`src/qpf_ram.sv`:
```
// ----------------------------------------------------------------------------
// qpf_ram: generic simple dual-port RAM
// One write port and one read port, read data registered.
// ----------------------------------------------------------------------------
module qpf_ram #(
    parameter int WIDTH = 24,
    parameter int DEPTH = 128
) (
    input  logic                                          clk,
    input  logic                                          we,
    input  logic [((DEPTH > 1) ? $clog2(DEPTH) : 1)-1:0]  waddr,
    input  logic [WIDTH-1:0]                              wdata,
    input  logic [((DEPTH > 1) ? $clog2(DEPTH) : 1)-1:0]  raddr,
    output logic [WIDTH-1:0]                              rdata
);

    logic [WIDTH-1:0] mem [DEPTH];

    always_ff @(posedge clk)
    begin
        if (we)
        begin
            mem[waddr] <= wdata;
        end
        rdata <= mem[raddr];
    end

endmodule

```
`config.mk`:
```
export PLATFORM = sky130hd
export DESIGN_NAME = qpf_ram
export DESIGN_NICKNAME = d
export VERILOG_FILES = /design/src/qpf_ram.sv
export SDC_FILE = /design/constraint.sdc
export NUM_CORES = 2
export LEC_CHECK = 0
export BUFFER_PORTS_ARGS = -buffer_cell sky130_fd_sc_hd__buf_2
export CORE_UTILIZATION = 35
export DETAILED_ROUTE_END_ITERATION = 8
export GPL_TIMING_DRIVEN = 0
export PLACE_DENSITY = 0.51
export SLEW_MARGIN = 20
export SYNTH_ARGS = -nofsm -noshare
export SYNTH_HDL_FRONTEND = slang
export SYNTH_SLANG_ARGS = --single-unit
```
`constraint.sdc`:
```
create_clock -name clk -period 4.7 [get_ports clk]
set_input_delay 0.94 -clock clk [delete_from_list [all_inputs] [get_ports clk]]
set_output_delay 0.94 -clock clk [all_outputs]
set_load 0.01 [all_outputs]
```
==> run metrics <==
outcome=finished, final reports clean; simple-gate share of the synthesized area=0.005937; asr flop ratio synth=0; Commonest cells post-synth=3,072 x edfxtp_1, 1,008 x mux4_2, 151 x clkbuf_1; routed wire length per instance=about 33 um; max-cap viol count=0; Reg area=0.09273 mm2; Final Setup Violations=0; Reg2Reg Setup Slack=1920 ps; clk_skew=25.98 ps; maximum buffer depth of the clock tree=4; Setup Fix Bufs, Post-CTS=0; vias post-DR=53,170; most common cell in the netlist=edfxtp_1; Worst-Margin Slew=1216 ps; overall power=0.05787 W; Worst EP required=~5400 ps; dpl ws=-829.3 ps; Leakage=41.85 nW; clk root buf=clkbuf_16; EDFF count, synth=3,072; Final #Nets=5,138; post-synthesis compound-gate area fraction=0; mapped cell area=0.1174 mm2; post-synthesis mux area share=0.1957; H-tree levels=5; f_max=~220 MHz; setup_tns=0 ps; die width=581.1 um; final worst path period need=4643 ps; Critical Path AT=5360 ps; Worst Path Max Fanout=10; CP Class=input port to flop; Primary FF master, synth=edfxtp_1; synth top area cells=edfxtp_1 79%, mux4_2 19%, clkbuf_1 0.48%, dfxtp_1 0.41%, nor2_1 0.39%; largest net degree at the start of global routing=around 100; Vias per Instance=5.428; Placer Congestion=0.8542; Fill cells=28,556; CTS tree=built; final hold violation count=0; # clock sinks=3,096; Rel. slew slack=0.1894; Mapped Cells=4,538; syn nets=4,578; vias in the first global route=between 50,000 and 60,000; Core Area=0.3337 mm2; Row Count=212; Seq/Total Area, Yosys=0.7900; Antenna Nets Post-Route=0; unrepaired setup endpoints after global routing=no; Final Slew Violations=0; DR pass1 iterations=6; Resized cells post-CTS=0; area of the multi-input gates=0.02461 mm2; synthesis-stage register bit count=3,096; pwr/cell area=418.7 mW/mm2; biggest area consumer among synthesized cells=edfxtp_1; hpwl dp=219,800 um; xor-xnor portion of the synthesized cell area=0; top cell type's share of synthesized area=0.7859; Worst setup EP type=flop; Worst-Skew Late Latency=about 860 ps; setup ws final=57.42 ps; cts hold-fix bufs=0; DIE AREA=about 0.34 mm2; peak supply drop=between 200 and 300 uV; first-pass GRT wire length=approximately 440,000 um; largest family of logic cells by synthesized area=multiplexers; Die Ht=between 500 and 600 um; Hold Crit Class=input port to flop; synth warn=0; Synth Area in Adders=0; fin util=0.4141; ratio of cells with drive above 1 in the final layout=0.3592; GR Util All Layers=0.1874; I/O pin cnt=64; # DRC=0; CTS clk-pin slew, worst paths=60 ps; CTS buffer count=322; Startpoint Class=input port; P&R area growth vs syn=17.73%; global route overflow=0; initial drt markers=6,003; hold_ws=421.8 ps; Port Buffers=52; initial antenna violation count=53; Routed Wire Length=318,500 um; post-synth cell types=16; Initial Util=0.3518; Mapped Avg Cell Area=approximately 26 um2; Final Cycle Share=0.9878
## metrics by stage
step                area, um2  cells
floorplan              117400   4538
global placement       123100   8977
detailed placement     128200   9161
CTS                    138000   9724
global route           138200   9787
finish                 138200   9795
## per-layer routing
layer	routed length [um]	up-vias	share of wire	track usage
met1	132800	29813	0.42	0.2589
li1	-	21209	-	-
met4	8276	4	0.026	0.04877
met5	19	-	0.000060	0
met2	155100	1767	0.49	0.3046
met3	22250	377	0.070	0.03660
## sequential cells by signal, indices dropped and copies added, names as in the netlist
name,cells
rdata,24
mem,3072
## cells by family after synthesis
group                  count (synthesis)
buffers and inverters                240
flip-flops                          3096
multiplexers                        1032
AND/OR/NAND/NOR                      170
## cell type report
cell class | instances | share of cell area
Clock buffer | 425 | 0.06255
Multi-Input combinational cell | 1202 | 0.1781
Clock inverter | 138 | 0.008139
Buffer | 240 | 0.007596
Sequential cell | 3096 | 0.6710
Antenna cell | 71 | 0.001286
Timing Repair Buffer | 236 | 0.03165
Tap cell | 4387 | 0.03972
## cell usage in the layout, fill, tap and decap left out, types with 37 or more instances in the layout
cell type,count
diode_2,71
buf_2,95
clkbuf_2,46
mux4_2,1008
clkinv_2,37
clkbuf_1,202
nor2_4,119
buf_16,94
clkinv_1,64
buf_12,56
edfxtp_1,3072
clkbuf_16,330
## critical path: stages
cell,delay (ps)
clkbuf_1,770
clkbuf_2,560
buf_16,230
clkbuf_1,840
mux4_2,430
mux4_2,600
mux4_2,540
mux2_2,400
## worst paths after layout
check,start,end,cells after the start
worst min-delay path,wdata[22],mem[78][22],1
worst max register to register,mem[95][11],rdata[11],4
worst min register to register,mem[127][9],rdata[9],4
worst max-delay path,raddr[2],rdata[22],8
## report_power, final
part           switching, W  internal [W]  leakage [nW]
sequential        0.0000311        0.0305          27.8
clock                0.0104        0.0138          4.76
combinational       0.00203       0.00119          9.27
total                0.0124        0.0454          41.8
Power figures use the tool's default switching activity.
