**config.mk**
```make
export PLATFORM = sky130hd
export DESIGN_NAME = qpf_div
export DESIGN_NICKNAME = d
export VERILOG_FILES = /design/src/qpf_pkg.sv /design/src/qpf_div.sv
export SDC_FILE = /design/constraint.sdc
export NUM_CORES = 1
export LEC_CHECK = 0
export BUFFER_PORTS_ARGS = -buffer_cell sky130_fd_sc_hd__buf_2
export CAP_MARGIN = 20
export CORE_UTILIZATION = 45
export DETAILED_ROUTE_END_ITERATION = 6
export GPL_ROUTABILITY_DRIVEN = 0
export HOLD_SLACK_MARGIN = 0.12
export PLACE_DENSITY = 0.72
export SLEW_MARGIN = 20
export SYNTH_ARGS = -nofsm -noshare
export SYNTH_HDL_FRONTEND = slang
export SYNTH_SLANG_ARGS = --single-unit
```
**constraint.sdc**
```tcl
create_clock -name clk -period 3.5 [get_ports clk]
set_input_delay 0.7 -clock clk [delete_from_list [all_inputs] [get_ports clk]]
set_output_delay 0.7 -clock clk [all_outputs]
set_load 0.02 [all_outputs]
```
**src/qpf_pkg.sv**
```systemverilog
// ----------------------------------------------------------------------------
// qpf_pkg: shared types and constants for the QRS preprocessing filter chain
// Register indexes, memory map of the history store and divider control.
// ----------------------------------------------------------------------------
package qpf_pkg;

    localparam int CFG_IDX_W = 1;
    localparam logic [CFG_IDX_W-1:0] REG_FILTER_DIVISOR = 1'b0;
    localparam logic [CFG_IDX_W-1:0] REG_WINDOW_LENGTH  = 1'b1;

    localparam int CFG_DATA_W = 8;
    localparam int SAMPLE_W   = 16;
    localparam int STAGE_W    = 24;
    localparam int SQUARE_W   = 46;

    // history store: low-pass ring in the lower half, input ring at the start of the upper half
    localparam int HIST_AW    = 7;
    localparam int HIST_DEPTH = 128;
    localparam int LP_AW      = 6;
    localparam int X_AW       = 4;
    localparam logic [HIST_AW-X_AW-1:0] X_BASE = 3'b100;

    localparam int DIV_CNT_W  = 6;
    localparam int DIVISOR_W  = 8;

    typedef struct packed {
        logic                 start;
        logic [DIV_CNT_W-1:0] iters;
        logic [DIVISOR_W-1:0] divisor;
    } div_ctl_t;

endpackage

```
**src/qpf_div.sv**
```systemverilog
// ----------------------------------------------------------------------------
// qpf_div: restoring unsigned divider, one quotient bit per cycle
// Dividend is left-aligned by the caller; iters sets the number of steps.
// ----------------------------------------------------------------------------
module qpf_div #(
    parameter int DW = 51
) (
    input  logic               clk,
    input  logic               rst_n,
    input  qpf_pkg::div_ctl_t  ctl,
    input  logic [DW-1:0]      dividend,
    output logic               done,
    output logic [DW-1:0]      quotient
);

    logic [DW-1:0]                  q_reg;
    logic [qpf_pkg::DIVISOR_W-1:0]  rem_reg;
    logic [qpf_pkg::DIVISOR_W-1:0]  dsr_reg;
    logic [qpf_pkg::DIV_CNT_W-1:0]  cnt_reg;
    logic                           busy_reg;
    logic                           done_reg;
    logic [qpf_pkg::DIVISOR_W:0]    shifted;
    logic                           ge;

    assign shifted = {rem_reg, q_reg[DW-1]};
    assign ge      = shifted >= {1'b0, dsr_reg};

    always_ff @(posedge clk or negedge rst_n)
    begin
        if (!rst_n)
        begin
            busy_reg <= 1'b0;
            done_reg <= 1'b0;
            cnt_reg  <= '0;
        end
        else
        begin
            done_reg <= 1'b0;
            if (ctl.start)
            begin
                busy_reg <= 1'b1;
                cnt_reg  <= ctl.iters;
            end
            else if (busy_reg)
            begin
                cnt_reg <= cnt_reg - 1'b1;
                if (cnt_reg == qpf_pkg::DIV_CNT_W'(1))
                begin
                    busy_reg <= 1'b0;
                    done_reg <= 1'b1;
                end
            end
        end
    end

    always_ff @(posedge clk)
    begin
        if (ctl.start)
        begin
            q_reg   <= dividend;
            rem_reg <= '0;
            dsr_reg <= ctl.divisor;
        end
        else if (busy_reg)
        begin
            q_reg   <= {q_reg[DW-2:0], ge};
            rem_reg <= ge ? qpf_pkg::DIVISOR_W'(shifted - {1'b0, dsr_reg})
                          : shifted[qpf_pkg::DIVISOR_W-1:0];
        end
    end

    assign done     = done_reg;
    assign quotient = q_reg;

endmodule

```
==> results.json, run 1 <==
{
  "status": "complete, no violations",
  "worstPathMaxFanout": 3,
  "rsz0062_at_grt": "no",
  "clock_sinks": 75,
  "reg2reg_slack_ns": 1.26,
  "finalWirelength_um": 7507,
  "cts_setup_buffers": 0,
  "slew_headroom_pct": 57.67,
  "maxCapViolCount": 0,
  "synth_area_mm2": 0.003597,
  "first_iter_violations": 97,
  "tns_ns": 0,
  "finalCriticalPeriod_ns": 2.239,
  "netlist_top_cells_area": "edfxtp_1 (49%), mux2_2 (16%), dfrtp_1 (5.6%), dfxtp_1 (4.5%), ha_1 (3.5%)",
  "avgSynthCellArea_um2": 13.32,
  "critPathLaunchType": "flip-flop",
  "h-tree-depth": 3,
  "cts_max_path_buffers": 2,
  "dr.pass1.iters": 4,
  "critPathRequiredTime_ns": 3.75,
  "wl_per_cell_um": 15.14,
  "area_growth_pct": 26.82,
  "grt_pass1_vias": 2460,
  "crit_type": "flip-flop to flip-flop",
  "cts_tree": "done",
  "placed_cell_area_mm2": 0.004300,
  "grt_pass1_wl_um": 11770,
  "dp_hpwl_um": 5258,
  "min_path_type": "primary input to async pin",
  "synth_ff_type": "edfxtp_1",
  "setup_violations": 0,
  "fin_area_mm2": 0.004562,
  "grt.met2_usage_pct": 29.64,
  "antenna_found_initial": 0,
  "die_height_um": 91.41,
  "portBuffers": 119,
  "cts_inserted_buffers": 9,
  "ir_drop_v": 0.0003103,
  "overflow": 0,
  "ys.warnings.count": 0,
  "yosysTopAreaCellShare_pct": 49.25,
  "drc": 0,
  "finish.utilization_pct": 59.04,
  "powerDensity_mw_per_mm2": 631.9,
  "drive_gt1_share_pct": 48.73,
  "synth_top_cell_by_area": "edfxtp_1",
  "clkLatencyLatePin_ns": 0.35,
  "reg2reg_from": "quotient[50]",
  "routed_via_density": 5.131,
  "r2r_cells": 8,
  "seq_area_frac_synth_pct": 59.27,
  "endpoint_kind": "flip-flop",
  "antennaDiodeCount": 0,
  "tightest_slew_ns": 0.6349,
  "drtAntennaViolNets": 0,
  "ys_types": 46,
  "core_mm2": 0.007727,
  "syn_nets": 349,
  "die_w_um": 91.41,
  "grt_max_degree": 80,
  "initial_core_util_pct": 46.55,
  "hold_violations": 0,
  "vias": 2545,
  "finClkSkew_ns": 0.01064,
  "crit_arrival_ns": 2.49,
  "grt_util_met1_pct": 22.65,
  "busiest_layer": "met2",
  "io_pins": 120,
  "use_met3_pct": 7.203,
  "final_nets": 469,
  "grt.total_usage_pct": 18.55,
  "cts_resized": 0,
  "synth-edff-count": 59,
  "cts-root-buf": "clkbuf_8",
  "r2r-end": "rem_reg[6]",
  "drv_slew": 0,
  "ys_async_sr_fraction_pct": 10.67,
  "largest_register_ffs": 51,
  "clk_pin_slew_ns": 0.08,
  "fin_crit_sh_pct": 63.98,
  "p_leak_nw": 1.983,
  "dieArea_mm2": 0.008355,
  "max_clock_freq_mhz": 446.5,
  "num_rows": 32,
  "synth-seq-cells": 75,
  "cts_hold_buf": 0,
  "syn-instance-count": 270
}
synthesized netlist by cell type (2+ instances only):
| master | n |
|---|---|
| dfrtp_1 | 8 |
| nand3_1 | 8 |
| a21oi_1 | 6 |
| nor2_1 | 13 |
| nor4_1 | 3 |
| nand2_1 | 14 |
| mux2_2 | 51 |
| buf_1 | 3 |
| nand2b_1 | 4 |
| xnor2_1 | 7 |
| o21ai_0 | 14 |
| a21o_1 | 2 |
| a311oi_1 | 5 |
| dfxtp_1 | 8 |
| clkbuf_1 | 7 |
| nand3b_1 | 2 |
| a211oi_1 | 2 |
| edfxtp_1 | 59 |
| ha_1 | 10 |
| a2111o_1 | 2 |
| nor3_1 | 2 |
| nor2b_1 | 2 |
| and3_1 | 2 |
| inv_1 | 14 |
report_power, final:
| group | leakage (nW) | switching, mW | internal, mW |
|---|---|---|---|
| logic | 1.07 | 0.444 | 0.346 |
| registers | 0.779 | 0.0958 | 1.12 |
| clock network | 0.130 | 0.331 | 0.546 |
metrics by stage:
step                      hold slack [ns]  instances  total power [mW]  setup WS, ns
after global routing               0.1665        496             3.026         1.114
after global placement             0.5005        481             2.005         1.332
after floorplan                    0.4044        270             1.787        0.9017
after CTS                          0.1733        496             2.904         1.263
after detailed placement           0.5014        481             2.022         1.264
final                              0.1862        496             2.883         1.261
worst max-delay path by stage:
stage	startpoint	to	slack, ns
floorplan	ctl[14]	quotient[0]	0.90
global placement	quotient[50]	rem_reg[6]	1.33
detailed placement	quotient[50]	rem_reg[6]	1.26
CTS	quotient[50]	rem_reg[6]	1.26
global route	quotient[50]	rem_reg[6]	1.11
finish	quotient[50]	rem_reg[6]	1.26
cell families (layout without fill, tap and decap cells):
family	after synthesis	count (layout)	share of synthesized area, %
simple gates	55	55	7.618
flops	75	75	59.27
fa+ha+maj	11	11	4.035
mux	51	51	15.97
buf+inv	27	151	2.956
compound gates	43	43	8.209
xor+xnor	8	8	1.948
worst max-delay path: stages, from the launching register on:
cell      delay, ns
edfxtp_1       0.38
inv_1          0.05
ha_1           0.23
fa_1           0.40
nand2b_1       0.20
a2111o_1       0.38
o311ai_0       0.09
o21ai_0        0.14
a311oi_1       0.27
layer usage:
| layer | vias up | routed length, um | share of wire (%) |
|---|---|---|---|
| met5 | - | 0 | 0 |
| met1 | 1189 | 3210 | 43 |
| met3 | 9 | 593 | 7.9 |
| li1 | 1251 | - | - |
| met4 | 0 | 98 | 1.3 |
| met2 | 96 | 3604 | 48 |
cell usage in the layout, fill, tap and decap left out, types with 2 or more instances in the layout:
cell type,instances
edfxtp_1,59
buf_2,119
bufinv_16,4
o21ai_0,14
nand2_1,13
a21o_1,2
and3_1,2
nor2b_1,2
a21oi_1,6
dfrtp_1,8
a311oi_1,5
clkbuf_8,9
nor3_1,2
ha_1,10
nor4_1,3
xnor2_1,7
nand2b_1,4
a2111o_1,2
a211oi_1,2
inv_1,14
nand3b_1,2
mux2_2,51
nand3_1,8
nor2_1,13
dfxtp_1,8
final cells by class:
cell class                      instances  area, um2
Clock buffer                            9      123.9
Inverter                               15      56.30
Fill cell                             644       3166
Tap cell                              102      127.6
Multi-Input combinational cell        168       1361
Timing Repair Buffer                  121      623.1
Sequential cell                        75       2132
Clock inverter                          6      137.6
Power figures use the tool's default switching activity.
==> run 2: changes to the inputs <==
- ABC_AREA: unset -> 1
- clock period: 3.5 -> 2.1 ns (I/O delays scaled with it)
==> run 2 against run 1 <==
Worst setup slack lost 0.85 ns. Critical endpoint is now rem_reg[4]. Worst hold slack gained 0.056 ns. Largest cell class unchanged. Global-route usage grew 1.3 points. Non-clock buffer count grew 6. Synthesized cell count grew 49%. Largest power group unchanged. Total power grew 61%.
==> results.json, run 2 <==
{
  "status": "complete, no violations",
  "syn_nets": 481,
  "grt.total_usage_pct": 19.85,
  "crit_chain": "inv_1 -> ha_1 -> fa_1 -> inv_1 -> nand3_1 -> nand3_1 -> xnor2_1 -> nand2_2 -> nand3_2 -> nand2_1",
  "finalCriticalPeriod_ns": 1.691,
  "synth_top_cell_by_area": "edfxtp_1",
  "finalWirelength_um": 8201,
  "r2r_cells": 10,
  "rsz0062_at_grt": "no",
  "drive_gt1_share_pct": 33.46,
  "synth_ff_type": "edfxtp_1",
  "routed_via_density": 4.763,
  "endpoint_kind": "flip-flop",
  "grt_pass1_wl_um": 13240,
  "p_leak_nw": 2.403,
  "clock_sinks": 75,
  "r2r-end": "rem_reg[4]",
  "tns_ns": 0,
  "drv_slew": 0,
  "die_w_um": 93.59,
  "min_to": "dsr_reg[4]",
  "synth.most_common_cell": "nand2_1",
  "yosys-top-cells-count": "nand2_1 (195), edfxtp_1 (59), inv_1 (24)",
  "reg2reg_slack_ns": 0.41,
  "netlist_top_cells_area": "edfxtp_1 (47%), nand2_1 (19%), dfrtp_1 (5.3%), dfxtp_1 (4.2%), ha_1 (3.3%)",
  "die_height_um": 93.59,
  "area_growth_pct": 24.69,
  "io_pins": 120,
  "overflow": 0,
  "dp_hpwl_um": 5825,
  "vias": 3034,
  "min-delay-start": "ctl[4]",
  "hold_violations": 0,
  "cts_resized": 0,
  "clkLatencyLatePin_ns": 0.35,
  "cts_inserted_buffers": 9,
  "crit_arrival_ns": 1.94,
  "wl_per_cell_um": 12.87,
  "avgSynthCellArea_um2": 9.390,
  "critPathLaunchType": "flip-flop",
  "h-tree-depth": 3,
  "grt_max_degree": 36,
  "initial_core_util_pct": 46.17,
  "dieArea_mm2": 0.008759,
  "max_clock_freq_mhz": 591.2,
  "layout_common_cells": "nand2_1 (195), buf_2 (119), edfxtp_1 (59), inv_1 (24)",
  "ys_async_sr_fraction_pct": 10.67,
  "ir_drop_v": 0.0004078,
  "critPathRequiredTime_ns": 2.35,
  "hold_ws_ns": 0.2425,
  "crit_type": "flip-flop to flip-flop",
  "reg2reg_from": "quotient[50]",
  "cts_max_path_buffers": 2,
  "slew_headroom_pct": 73.56,
  "synth-seq-cells": 75,
  "dr.pass1.iters": 4,
  "synth_area_mm2": 0.003775,
  "hold_path_depth": 1,
  "critPathMaxStageDelay_ns": 0.40,
  "finClkSkew_ns": 0.01536,
  "final_common_cell": "nand2_1",
  "antenna_found_initial": 0,
  "seq_area_frac_synth_pct": 56.48,
  "tightest_slew_ns": 0.3965,
  "cts-root-buf": "clkbuf_8",
  "syn-instance-count": 402,
  "cts_tree": "done",
  "drc": 0,
  "final_nets": 606,
  "worst_path_max_delay_cell": "fa_1",
  "min_path_type": "primary input to flip-flop",
  "fillers": 746,
  "largest_register_ffs": 51,
  "antennaDiodeCount": 0,
  "drtAntennaViolNets": 0,
  "setup_violations": 0,
  "num_rows": 33,
  "worstPathMaxFanout": 2,
  "clk_pin_slew_ns": 0.09,
  "powerDensity_mw_per_mm2": 988.1,
  "fin_crit_sh_pct": 80.55,
  "ys_types": 35,
  "portBuffers": 119,
  "first_iter_violations": 130,
  "synth-edff-count": 59,
  "ys.warnings.count": 0,
  "maxCapViolCount": 0,
  "cp-startpoint": "quotient[50]",
  "grt_pass1_vias": 2821,
  "core_mm2": 0.008175,
  "yosysTopAreaCellShare_pct": 46.93
}
==> run 2: kinds of logic after synthesis <==
family                   after synthesis  synth area share [%]
AND/OR/NAND/NOR                      260                 31.99
adder cells (fa/ha/maj)               11                 3.845
XOR/XNOR                               5                 1.160
AO/OA/AOI/OAI                          9                 1.956
flip-flops                            75                 56.48
buffers and inverters                 42                 4.574
==> run 2: worst max-delay path by stage <==
stage / to / slack (ns) / cells past startpoint
after CTS: rem_reg[4] / 0.41 / 10
after global placement: quotient[30] / 0.45 / 4
after detailed placement: quotient[30] / 0.42 / 4
after global routing: rem_reg[0] / 0.29 / 10
after floorplan: rem_reg[4] / 0.37 / 10
final: rem_reg[4] / 0.41 / 10
==> run 2: per-layer routing <==
layer | global-route usage [%] | wire [um] | vias to the layer above
li1 | - | - | 1547
met1 | 26.53 | 3736 | 1388
met2 | 31.37 | 3822 | 90
met3 | 5.122 | 522 | 9
met4 | 6.667 | 121 | 0
met5 | 0 | 0 | -
==> run 2: cell type report <==
type	count	area, um2	share of cell area (%)
clock buffer	9	123.9	2.632
inverter	29	108.9	2.313
timing repair buffer	127	658.1	13.98
sequential	75	2132	45.29
clock inverter	7	82.58	1.754
multi-input combinational	285	1470	31.23
tap	105	131.4	2.791
==> run 2: power breakdown <==
group	switching [mW]	internal, mW
logic	0.947	0.563
registers	0.139	1.85
clock network	0.589	0.567
==> run 2: critical path: cells and delay by family (launching register included) <==
family,cells,cell delay (ns)
DFF,1,0.35
adders and majority gates,2,0.62
xor gates and xnor gates,1,0.13
and+or+nand+nor,5,0.33
buffers and inverters,2,0.16
==> run 2: timing repair <==
| action | 4_1_cts | 5_1_grt |
|---|---|---|
| hold buffers | 1 | 0 |
| endpoints found under the setup margin | 0 | 0 |
| endpoints found under the hold margin | 8 | 0 |
| buffers inserted | 0 | 0 |
==> run 2: through the flow <==
step | instance area (um2) | utilization [%] | instances | setup slack (ns) | power [mW]
final | 4707 | 57.58 | 637 | 0.4085 | 4.651
after global placement | 4491 | 54.93 | 620 | 0.4467 | 3.485
after global routing | 4707 | 57.58 | 637 | 0.2875 | 4.911
after detailed placement | 4491 | 54.93 | 620 | 0.4154 | 3.511
after floorplan | 3775 | - | 402 | 0.3689 | 3.122
after CTS | 4707 | 57.58 | 637 | 0.4146 | 4.681
